--- src/hdl/sma_pkg.sv ---
// types, sizes and divider constants of the six channel moving average
`timescale 1ns / 1ps

package sma_pkg;

	// window and channel counts
	localparam int WINDOW_LEN   = 100;
	localparam int NUM_CHANNELS = 6;
	localparam int MAX_CHANNELS = 6;

	// field and state widths
	localparam int SPEED_W = 16;
	localparam int SLOT_W  = $clog2(WINDOW_LEN);
	localparam int SUM_W   = SPEED_W + $clog2(WINDOW_LEN);

	// reciprocal divide by WINDOW_LEN, exact for every magnitude below 2**SUM_W
	localparam int ABS_W     = SUM_W;
	localparam int MUL_W     = ABS_W + 1;
	localparam int DIV_SHIFT = ABS_W + $clog2(WINDOW_LEN);
	localparam int PROD_W    = ABS_W + MUL_W;
	localparam int QMAG_W    = PROD_W - DIV_SHIFT;
	localparam logic [MUL_W-1:0] DIV_MULT =
		MUL_W'(((64'd1 << DIV_SHIFT) + 64'(WINDOW_LEN) - 64'd1) / 64'(WINDOW_LEN));

	// item commands
	typedef enum logic {
		CMD_PUSH = 1'b0,
		CMD_TICK = 1'b1
	} cmd_t;

	typedef logic signed [SPEED_W-1:0] speed_t;
	typedef speed_t [NUM_CHANNELS-1:0] speed_vec_t;
	typedef logic signed [SUM_W-1:0]   sum_t;
	typedef sum_t [NUM_CHANNELS-1:0]   sum_vec_t;
	typedef logic [SLOT_W-1:0]         slot_t;

	// window memory control
	typedef struct packed {
		logic  rd_en;
		logic  wr_en;
		slot_t rd_addr;
		slot_t wr_addr;
	} ram_ctl_t;

endpackage

--- src/hdl/sma_div.sv ---
// divide one window sum by the window length, truncating toward zero
`timescale 1ns / 1ps

module sma_div (
	input  logic            clk,
	input  logic            load,
	input  sma_pkg::sum_t   sum,
	output sma_pkg::speed_t quot
);

	logic [sma_pkg::ABS_W-1:0]  mag;
	logic [sma_pkg::PROD_W-1:0] prod_s2;
	logic                       neg_s2;
	logic [sma_pkg::QMAG_W-1:0] qmag;
	logic [sma_pkg::QMAG_W-1:0] qsigned;

	// magnitude of the sum
	assign mag = sum[sma_pkg::SUM_W-1] ? sma_pkg::ABS_W'(-sum) : sma_pkg::ABS_W'(sum);

	// reciprocal multiply, registered
	always_ff @(posedge clk) begin
		if (load) begin
			prod_s2 <= sma_pkg::PROD_W'(mag) * sma_pkg::PROD_W'(sma_pkg::DIV_MULT);
			neg_s2  <= sum[sma_pkg::SUM_W-1];
		end
	end

	// shift out the fraction and restore the sign
	assign qmag    = prod_s2[sma_pkg::PROD_W-1:sma_pkg::DIV_SHIFT];
	assign qsigned = neg_s2 ? -qmag : qmag;
	assign quot    = qsigned[sma_pkg::SPEED_W-1:0];

endmodule

--- config.mk ---
export PLATFORM = sky130hd
export DESIGN_NAME = sma_div
export DESIGN_NICKNAME = d
export VERILOG_FILES = /design/src/hdl/sma_pkg.sv /design/src/hdl/sma_div.sv
export SDC_FILE = /design/constraint.sdc
export NUM_CORES = 1
export LEC_CHECK = 0
export BUFFER_PORTS_ARGS = -buffer_cell sky130_fd_sc_hd__buf_2
export CAP_MARGIN = 20
export CORE_ASPECT_RATIO = 1.2
export CORE_MARGIN = 1
export CORE_UTILIZATION = 50
export CTS_CLUSTER_DIAMETER = 80
export DETAILED_ROUTE_END_ITERATION = 8
export PLACE_DENSITY = 0.67
export SYNTH_ARGS = -nofsm -noshare
export SYNTH_HDL_FRONTEND = slang
export SYNTH_SLANG_ARGS = --single-unit
--- constraint.sdc ---
create_clock -name clk -period 11.2 [get_ports clk]
set_input_delay 1.12 -clock clk [delete_from_list [all_inputs] [get_ports clk]]
set_output_delay 1.12 -clock clk [all_outputs]
set_load 0.1 [all_outputs]
==> reports/results.ini <==
[cts]
cts_tree = yes
cts.path.max_buffers = 2
post_cts_buffers = 0
cts.clk_slew.worst_paths_ps = 50
numCtsBuffers = 3
htreeDepth = 1
root_buffer = clkbuf_16
post_cts_resized = 0
clock_sinks = 17
hold_buffers = 0

[yosys]
synth_top_cell_by_area = fa_1
synth.most_common_cell = inv_1
synth_common_cells = inv_1, ha_1, fa_1, a21oi_1, nand2_1
syn-num-nets = 1588
syn_area_per_cell_sq_um = 9.670
netlist.area_leader.share = 0.3612
syn_inst = 1129
synth_ff_type = edfxtp_1
yosys_warnings = 0
yosysSeqAreaShare = 0.04676
synth-edff-count = 17
synth-async-reset-ratio = 0
ys_seq_elements = 17
synth_area_sq_mm = 0.01092
yosysUniqueCellTypes = 62
synth_area_leaders = fa_1, ha_1, inv_1

[global_routing]
met1_usage = 0.3106
overflow = 0
busiest_layer = met2
grt_pass1_wl_um = 41880
use_met2 = 0.4509
grt.met3_usage = 0.02191
grt_use_total = 0.2482
grt_antenna_before_repair = 0
grt_max_degree = 24
grt_pass1_vias = 8180

[outcome]
status = complete, no violations

[setup_path]
end_kind = flop
cp.arrival_ps = 9380
critPathKind = in -> reg
crit_fanout = 13
crit_required_ps = 11180
startpoint_type = input port

[timing]
relSlewSlack = 0.3533
hold_viol = 0
setup_tns_ps = 0
setup_violations = 0
rsz0062_at_grt = no
max_freq_mhz = 106.4
final_max_slew_viol_count = 0
finalCritPeriodShare = 0.8391
min_period_ps = 9398
tightest_slew_ps = 963.2

[die]
die_w_um = 136.9
pin_count = 41
start_util = 0.5152
dieArea_sq_mm = 0.02243
die_h_um = 163.9
core_area_sq_mm = 0.02119
fp-row-count = 58

[layout]
area_growth_pct = 5.684
diodes = 0
drive_above_1_share = 0.05385
finalNetCount = 1630

[detailed_routing]
detail-route-antenna-nets = 0
drc = 0
vias = 7737
routedWlPerCell_um = 17.83
drt_iter0_markers = 366
via_per_inst = 5.373
wirelength_um = 25670
dr.pass1.iters = 5

[placed_design]
place_hpwl_um = 23810
gp_congestion = 0.9486
io_buffers = 40

[worst_hold_path]
hp-class = in -> reg

[run]
drv_cap = 0

[through the flow]
step / hold WS (ps) / instances / setup WS [ps] / area, sq um / util
floorplan: 1219 / 1129 / 2651 / 10920 / -
finish: 1303 / 1440 / 1802 / 11540 / 0.5445
global placement: 1565 / 1436 / 1794 / 11460 / 0.5408
CTS: 1308 / 1440 / 1797 / 11540 / 0.5445
global route: 1321 / 1440 / 1310 / 11540 / 0.5445
detailed placement: 1564 / 1436 / 1553 / 11460 / 0.5408
[critical path, cell delays in order]
cell	delay, ps
buf_2	230
inv_1	200
ha_1	200
or4b_1	530
or2_2	320
o41ai_1	310
xnor2_1	470
fa_1	630
fa_1	570
inv_1	50
ha_1	300
fa_1	470
fa_1	520
fa_1	560
inv_1	70
fa_1	590
inv_1	60
ha_1	340
nand4_1	140
nor2_1	200
or4bb_1	430
a41oi_1	410
nor2_1	180
o41ai_2	350
xor2_1	120
[path summary, 6_finish.rpt]
path,from,end,cells past startpoint
setup / recovery,sum[0],prod_s2[40],25
hold / removal,load,prod_s2[33],1
[flip-flops by register name, summed over array words and instances, names as in the netlist]
register and cells:
prod_s2 16, neg_s2 1
[metal layers]
layer	part of all wire	routed length [um]
met1	0.41	10440
met2	0.53	13610
met3	0.031	805
met4	0.032	811
met5	0	0
[cells by family after synthesis]
group                    Yosys count  synth area share
buffers and inverters            346            0.1193
multiplexers                       3          0.003208
AO/OA/AOI/OAI                    148           0.09031
AND/OR/NAND/NOR                  130           0.06601
adder cells (fa/ha/maj)          434            0.6328
flip-flops                        17           0.04676
XOR/XNOR                          51           0.04160
[cell type report]
type                            count  area (sq um)
Timing Repair Buffer               45         237.7
Fill cell                        1929          9652
Tap cell                          270         337.8
Multi-Input combinational cell    766          9105
Clock buffer                        4         78.83
Sequential cell                    17         510.5
Inverter                          338          1269
[cells in the final DEF (no fill, tap or decap), types with 4 or more instances in the layout]
| master | count |
|---|---|
| o21bai_1 | 8 |
| inv_1 | 338 |
| buf_2 | 40 |
| xnor2_1 | 37 |
| and3_1 | 8 |
| or4_1 | 4 |
| buf_4 | 5 |
| o31ai_1 | 11 |
| o21ai_0 | 28 |
| a21o_1 | 20 |
| ha_1 | 237 |
| o41ai_1 | 5 |
| nor3_1 | 8 |
| nand3_1 | 6 |
| edfxtp_1 | 17 |
| o21a_1 | 4 |
| fa_1 | 197 |
| nor2_1 | 21 |
| a21oi_1 | 42 |
| nand4_1 | 12 |
| a31oi_1 | 5 |
| xor2_1 | 13 |
| nand2_1 | 41 |
Power is left out: the tool's default activity adds up to more than one toggle a clock period on the data nets, which glitch-free logic cannot reach.
