File: src/hdl/sma_pkg.sv
// types, sizes and divider constants of the six channel moving average
`timescale 1ns / 1ps

package sma_pkg;

	// window and channel counts
	localparam int WINDOW_LEN   = 100;
	localparam int NUM_CHANNELS = 6;
	localparam int MAX_CHANNELS = 6;

	// field and state widths
	localparam int SPEED_W = 16;
	localparam int SLOT_W  = $clog2(WINDOW_LEN);
	localparam int SUM_W   = SPEED_W + $clog2(WINDOW_LEN);

	// reciprocal divide by WINDOW_LEN, exact for every magnitude below 2**SUM_W
	localparam int ABS_W     = SUM_W;
	localparam int MUL_W     = ABS_W + 1;
	localparam int DIV_SHIFT = ABS_W + $clog2(WINDOW_LEN);
	localparam int PROD_W    = ABS_W + MUL_W;
	localparam int QMAG_W    = PROD_W - DIV_SHIFT;
	localparam logic [MUL_W-1:0] DIV_MULT =
		MUL_W'(((64'd1 << DIV_SHIFT) + 64'(WINDOW_LEN) - 64'd1) / 64'(WINDOW_LEN));

	// item commands
	typedef enum logic {
		CMD_PUSH = 1'b0,
		CMD_TICK = 1'b1
	} cmd_t;

	typedef logic signed [SPEED_W-1:0] speed_t;
	typedef speed_t [NUM_CHANNELS-1:0] speed_vec_t;
	typedef logic signed [SUM_W-1:0]   sum_t;
	typedef sum_t [NUM_CHANNELS-1:0]   sum_vec_t;
	typedef logic [SLOT_W-1:0]         slot_t;

	// window memory control
	typedef struct packed {
		logic  rd_en;
		logic  wr_en;
		slot_t rd_addr;
		slot_t wr_addr;
	} ram_ctl_t;

endpackage

File: src/hdl/sma_sum_bank.sv
// running window sums, one per channel
`timescale 1ns / 1ps

module sma_sum_bank (
	input  logic                clk,
	input  logic                arst_n,
	input  logic                upd,
	input  logic                wrapped,
	input  sma_pkg::speed_vec_t new_val,
	input  sma_pkg::speed_vec_t old_val,
	output sma_pkg::sum_vec_t   sums
);

	sma_pkg::sum_vec_t   sums_q;
	sma_pkg::speed_vec_t old_eff;

	// slots not yet written since reset hold zero
	assign old_eff = wrapped ? old_val : '0;

	// add the new sample, drop the oldest
	always_ff @(posedge clk or negedge arst_n) begin
		if (!arst_n) begin
			sums_q <= '0;
		end else if (upd) begin
			for (int c = 0; c < sma_pkg::NUM_CHANNELS; c++) begin
				sums_q[c] <= sums_q[c] + sma_pkg::SUM_W'(new_val[c])
					- sma_pkg::SUM_W'(old_eff[c]);
			end
		end
	end

	assign sums = sums_q;

endmodule

File: config.mk
export PLATFORM = sky130hd
export DESIGN_NAME = sma_sum_bank
export DESIGN_NICKNAME = d
export VERILOG_FILES = /design/src/hdl/sma_pkg.sv /design/src/hdl/sma_sum_bank.sv
export SDC_FILE = /design/constraint.sdc
export NUM_CORES = 1
export LEC_CHECK = 0
export BUFFER_PORTS_ARGS = -buffer_cell sky130_fd_sc_hd__buf_4
export CORE_ASPECT_RATIO = 1.1
export CORE_UTILIZATION = 35
export DETAILED_ROUTE_END_ITERATION = 10
export PLACE_DENSITY = 0.67
export SYNTH_ARGS = -nofsm -noshare
export SYNTH_HDL_FRONTEND = slang
export SYNTH_SLANG_ARGS = --single-unit
export TNS_END_PERCENT = 1
File: constraint.sdc
create_clock -name clk -period 3.3 [get_ports clk]
set_input_delay 0.165 -clock clk [delete_from_list [all_inputs] [get_ports clk]]
set_output_delay 0.165 -clock clk [all_outputs]
set_load 0.005 [all_outputs]
==> qor.yml <==
routing:
  dr.pass1.iters: 8
  drt_iter0_markers: 646
  highest-signal-layer: "met5"
  wire_per_inst_um: 15.73
  routed-via-count: 15750
  met2_length_um: 24820
  ant_nets: 0
  vias_per_cell: 4.904
  route.met3.wl_um: 3316
  remaining_drc_errors: 0
  met1_length_um: 21260
  finalWirelength_um: 50520
clocking:
  cts_root_buf: "clkbuf_16"
  clk_pin_slew_ns: 0.06
  cts_max_level: 4
  clock_latency_ns: 0.48
  numCtsBuffers: 17
  clockBufferDepth: 2
  tritoncts: "yes"
  clock_sinks: 138
sta:
  fmax_mhz: 308.6
  finalCritPeriodShare_pct: 98.19
  drv_slew: 0
  tightest_slew_ns: 0.7105
  hold_violations: 0
  grt_setup_unrepaired: "true"
  max-slew-margin-rel_pct: 52.63
  skew_ns: 0.007735
  min_period_ns: 3.240
  setup_viol: 0
placement:
  dp.cells: 3170
  place.gp.congestion: 0.9312
  dp_hpwl_um: 40990
  port_buffers: 333
power:
  pwr_density_cell_mw_per_mm2: 1167
  p_leak_uw: 0.01172
  switching_share_pct: 47.65
  p_switching_uw: 12220
  p_total_uw: 25650
  clockPowerShare_pct: 7.9
  seq_power_share_pct: 12.7
  p_int_uw: 13430
  combPwrFrac_pct: 79.4
  peakVddDrop_uv: 539.6
setup_path:
  crit_path_max_fanout: 4
  required_ns: 3.72
  cp-end-kind: "flip-flop"
  critPathKind: "flip-flop to flip-flop"
  worst-endpoint-arrival_ns: 3.66
  worstSetupStartpointType: "flip-flop"
die:
  rows: 84
  initial_core_util_pct: 35.47
  dieArea_mm2: 0.04924
  dieWidth_um: 211.7
  die-height_um: 232.6
  io_pins: 334
  fp.coreArea_mm2: 0.04772
cells_and_area:
  stdcell_count: 3212
  drive_gt1_share_pct: 21.56
  largest_register_ffs: 138
  nets: 3024
  fillCellCount: 4715
  syn_to_final_growth_pct: 29.90
yosys:
  synth_warnings: 0
  synth_edf_count: 0
  synth_most_common_cell: "inv_1"
  async_reset_ff_share_pct: 100.0
  synth_top_area_share_pct: 20.40
  syn_area_mm2: 0.01692
  ys.flop_type: "dfrtp_1"
  syn_area_per_cell_um2: 8.106
  synth_top_cell_by_area: "dfrtp_1"
  synth_fp_nets: 2560
  syn_inst: 2088
  yosys_register_bits: 138
  netlist_top_cells_area: "dfrtp_1 20%, fa_1 16%, inv_1 11%, ha_1 11%, and2_1 3.8%"
  seq_area_frac_synth_pct: 20.40
  synth_commonest_cells: "517 x inv_1, 145 x nand2_1, 144 x ha_1"
  synth_cell_types: 71
global_route:
  grt_first_pass_wirelength_um: 83750
  grt-ovfl-total: 0
  grt_pass1_vias: 16860
  grt_use_total_pct: 21.56
  antenna_found_initial: 9
  grt_max_degree: 100
run_status:
  status: "finished, final reports clean"
hold_path:
  hp-class: "input port to flip-flop"
run:
  max-cap-violations: 0
## through the flow
| step | hold WS (ns) | setup TNS, ns | area (um2) | util, % | setup WS [ns] |
|---|---|---|---|---|---|
| after floorplan | -0.1306 | 0 | 16930 | - | 0.1256 |
| after global placement | 0.2311 | -1.478 | 21290 | 44.62 | -0.1716 |
| after detailed placement | 0.2422 | -3.116 | 21290 | 44.62 | -0.2729 |
| after CTS | 0.1038 | 0 | 21940 | 45.99 | 0.05494 |
| after global routing | 0.1530 | -0.1706 | 21980 | 46.07 | -0.07023 |
| final | 0.1513 | 0 | 21990 | 46.08 | 0.05971 |
## power groups by stage
stage               Clock (uW)  Combinational (uW)  Sequential [uW]
finish                    2030               20400             3250
global route              2170               23000             3360
CTS                       2130               20300             3260
detailed placement           0               20100             3270
global placement             0               19800             3260
floorplan                    0               13000             3210
## critical path, cell delays in order, from the launching register on
cell and delay, ns:
dfrtp_1 0.38, inv_1 0.07, fa_1 0.49, inv_1 0.04, ha_1 0.34, o21ai_0 0.10
buf_4 0.15, nor4_1 0.43, nor3_1 0.12, a21oi_2 0.26, a21oi_1 0.15, or4b_1 0.53
nand3_1 0.09
## logic make-up after synthesis
group | synth area share (%)
buf+inv | 12.76
simple gates | 14.56
compound gates | 17.97
mux | 2.972
xor+xnor | 5.071
flops | 20.40
fa+ha+maj | 26.26
## area by class of cell
type | count | area [um2] | area share, %
multi-input combinational | 1376 | 11340 | 51.59
timing repair buffer | 502 | 3856 | 17.54
sequential | 138 | 3453 | 15.71
inverter | 517 | 1941 | 8.827
tap | 645 | 807.0 | 3.671
clock buffer | 20 | 456.7 | 2.077
clock inverter | 12 | 123.9 | 0.5634
antenna | 2 | 5.005 | 0.02276
## layout by cell type, fill, tap and decap left out, types with 7 or more instances in the layout
master,instances
o22ai_1,8
clkbuf_16,17
inv_1,516
o211ai_1,19
nand2_1,145
nor4b_1,9
nor4_1,8
dlygate4sd3_1,7
and3_1,21
nor2_1,63
a211oi_1,12
o21a_1,18
nand2b_1,7
nor2b_1,11
xor2_1,41
or3_1,11
o21ai_0,121
a21oi_1,125
o21bai_1,12
a21o_1,49
fa_1,131
xnor2_1,57
a31oi_1,16
dfrtp_1,138
ha_1,144
o31ai_1,13
mux2i_1,48
buf_4,488
or2_2,7
nand3_1,35
a221oi_1,7
nand4_1,14
and2_1,104
nor3_1,26
## timing repair
action,CTS,global route
hold buffers,7,0
gates resized for setup,0,9
endpoints found under the hold margin,65,0
endpoints found under the setup margin,0,13
buffers inserted,0,1
## final timing paths
check	startpoint	to	slack [ns]	cells after the start
min in group asynchronous	arst_n	sums[76]	0.26	2
max in group asynchronous	arst_n	sums[110]	2.26	3
worst max-delay path	sums[2]	sums[21]	0.06	12
worst max register to register	sums[2]	sums[21]	0.06	12
worst min-delay path	upd	sums[108]	0.15	2
worst min register to register	sums[91]	sums[91]	0.48	1
## routing by layer
metal | up-vias | GRT usage [%]
li1 | 7736 | -
met1 | 7573 | 25.42
met2 | 372 | 37.66
met3 | 57 | 6.195
met4 | 14 | 6.409
met5 | - | 0
Note: power is estimated with default switching activity, not from simulation.
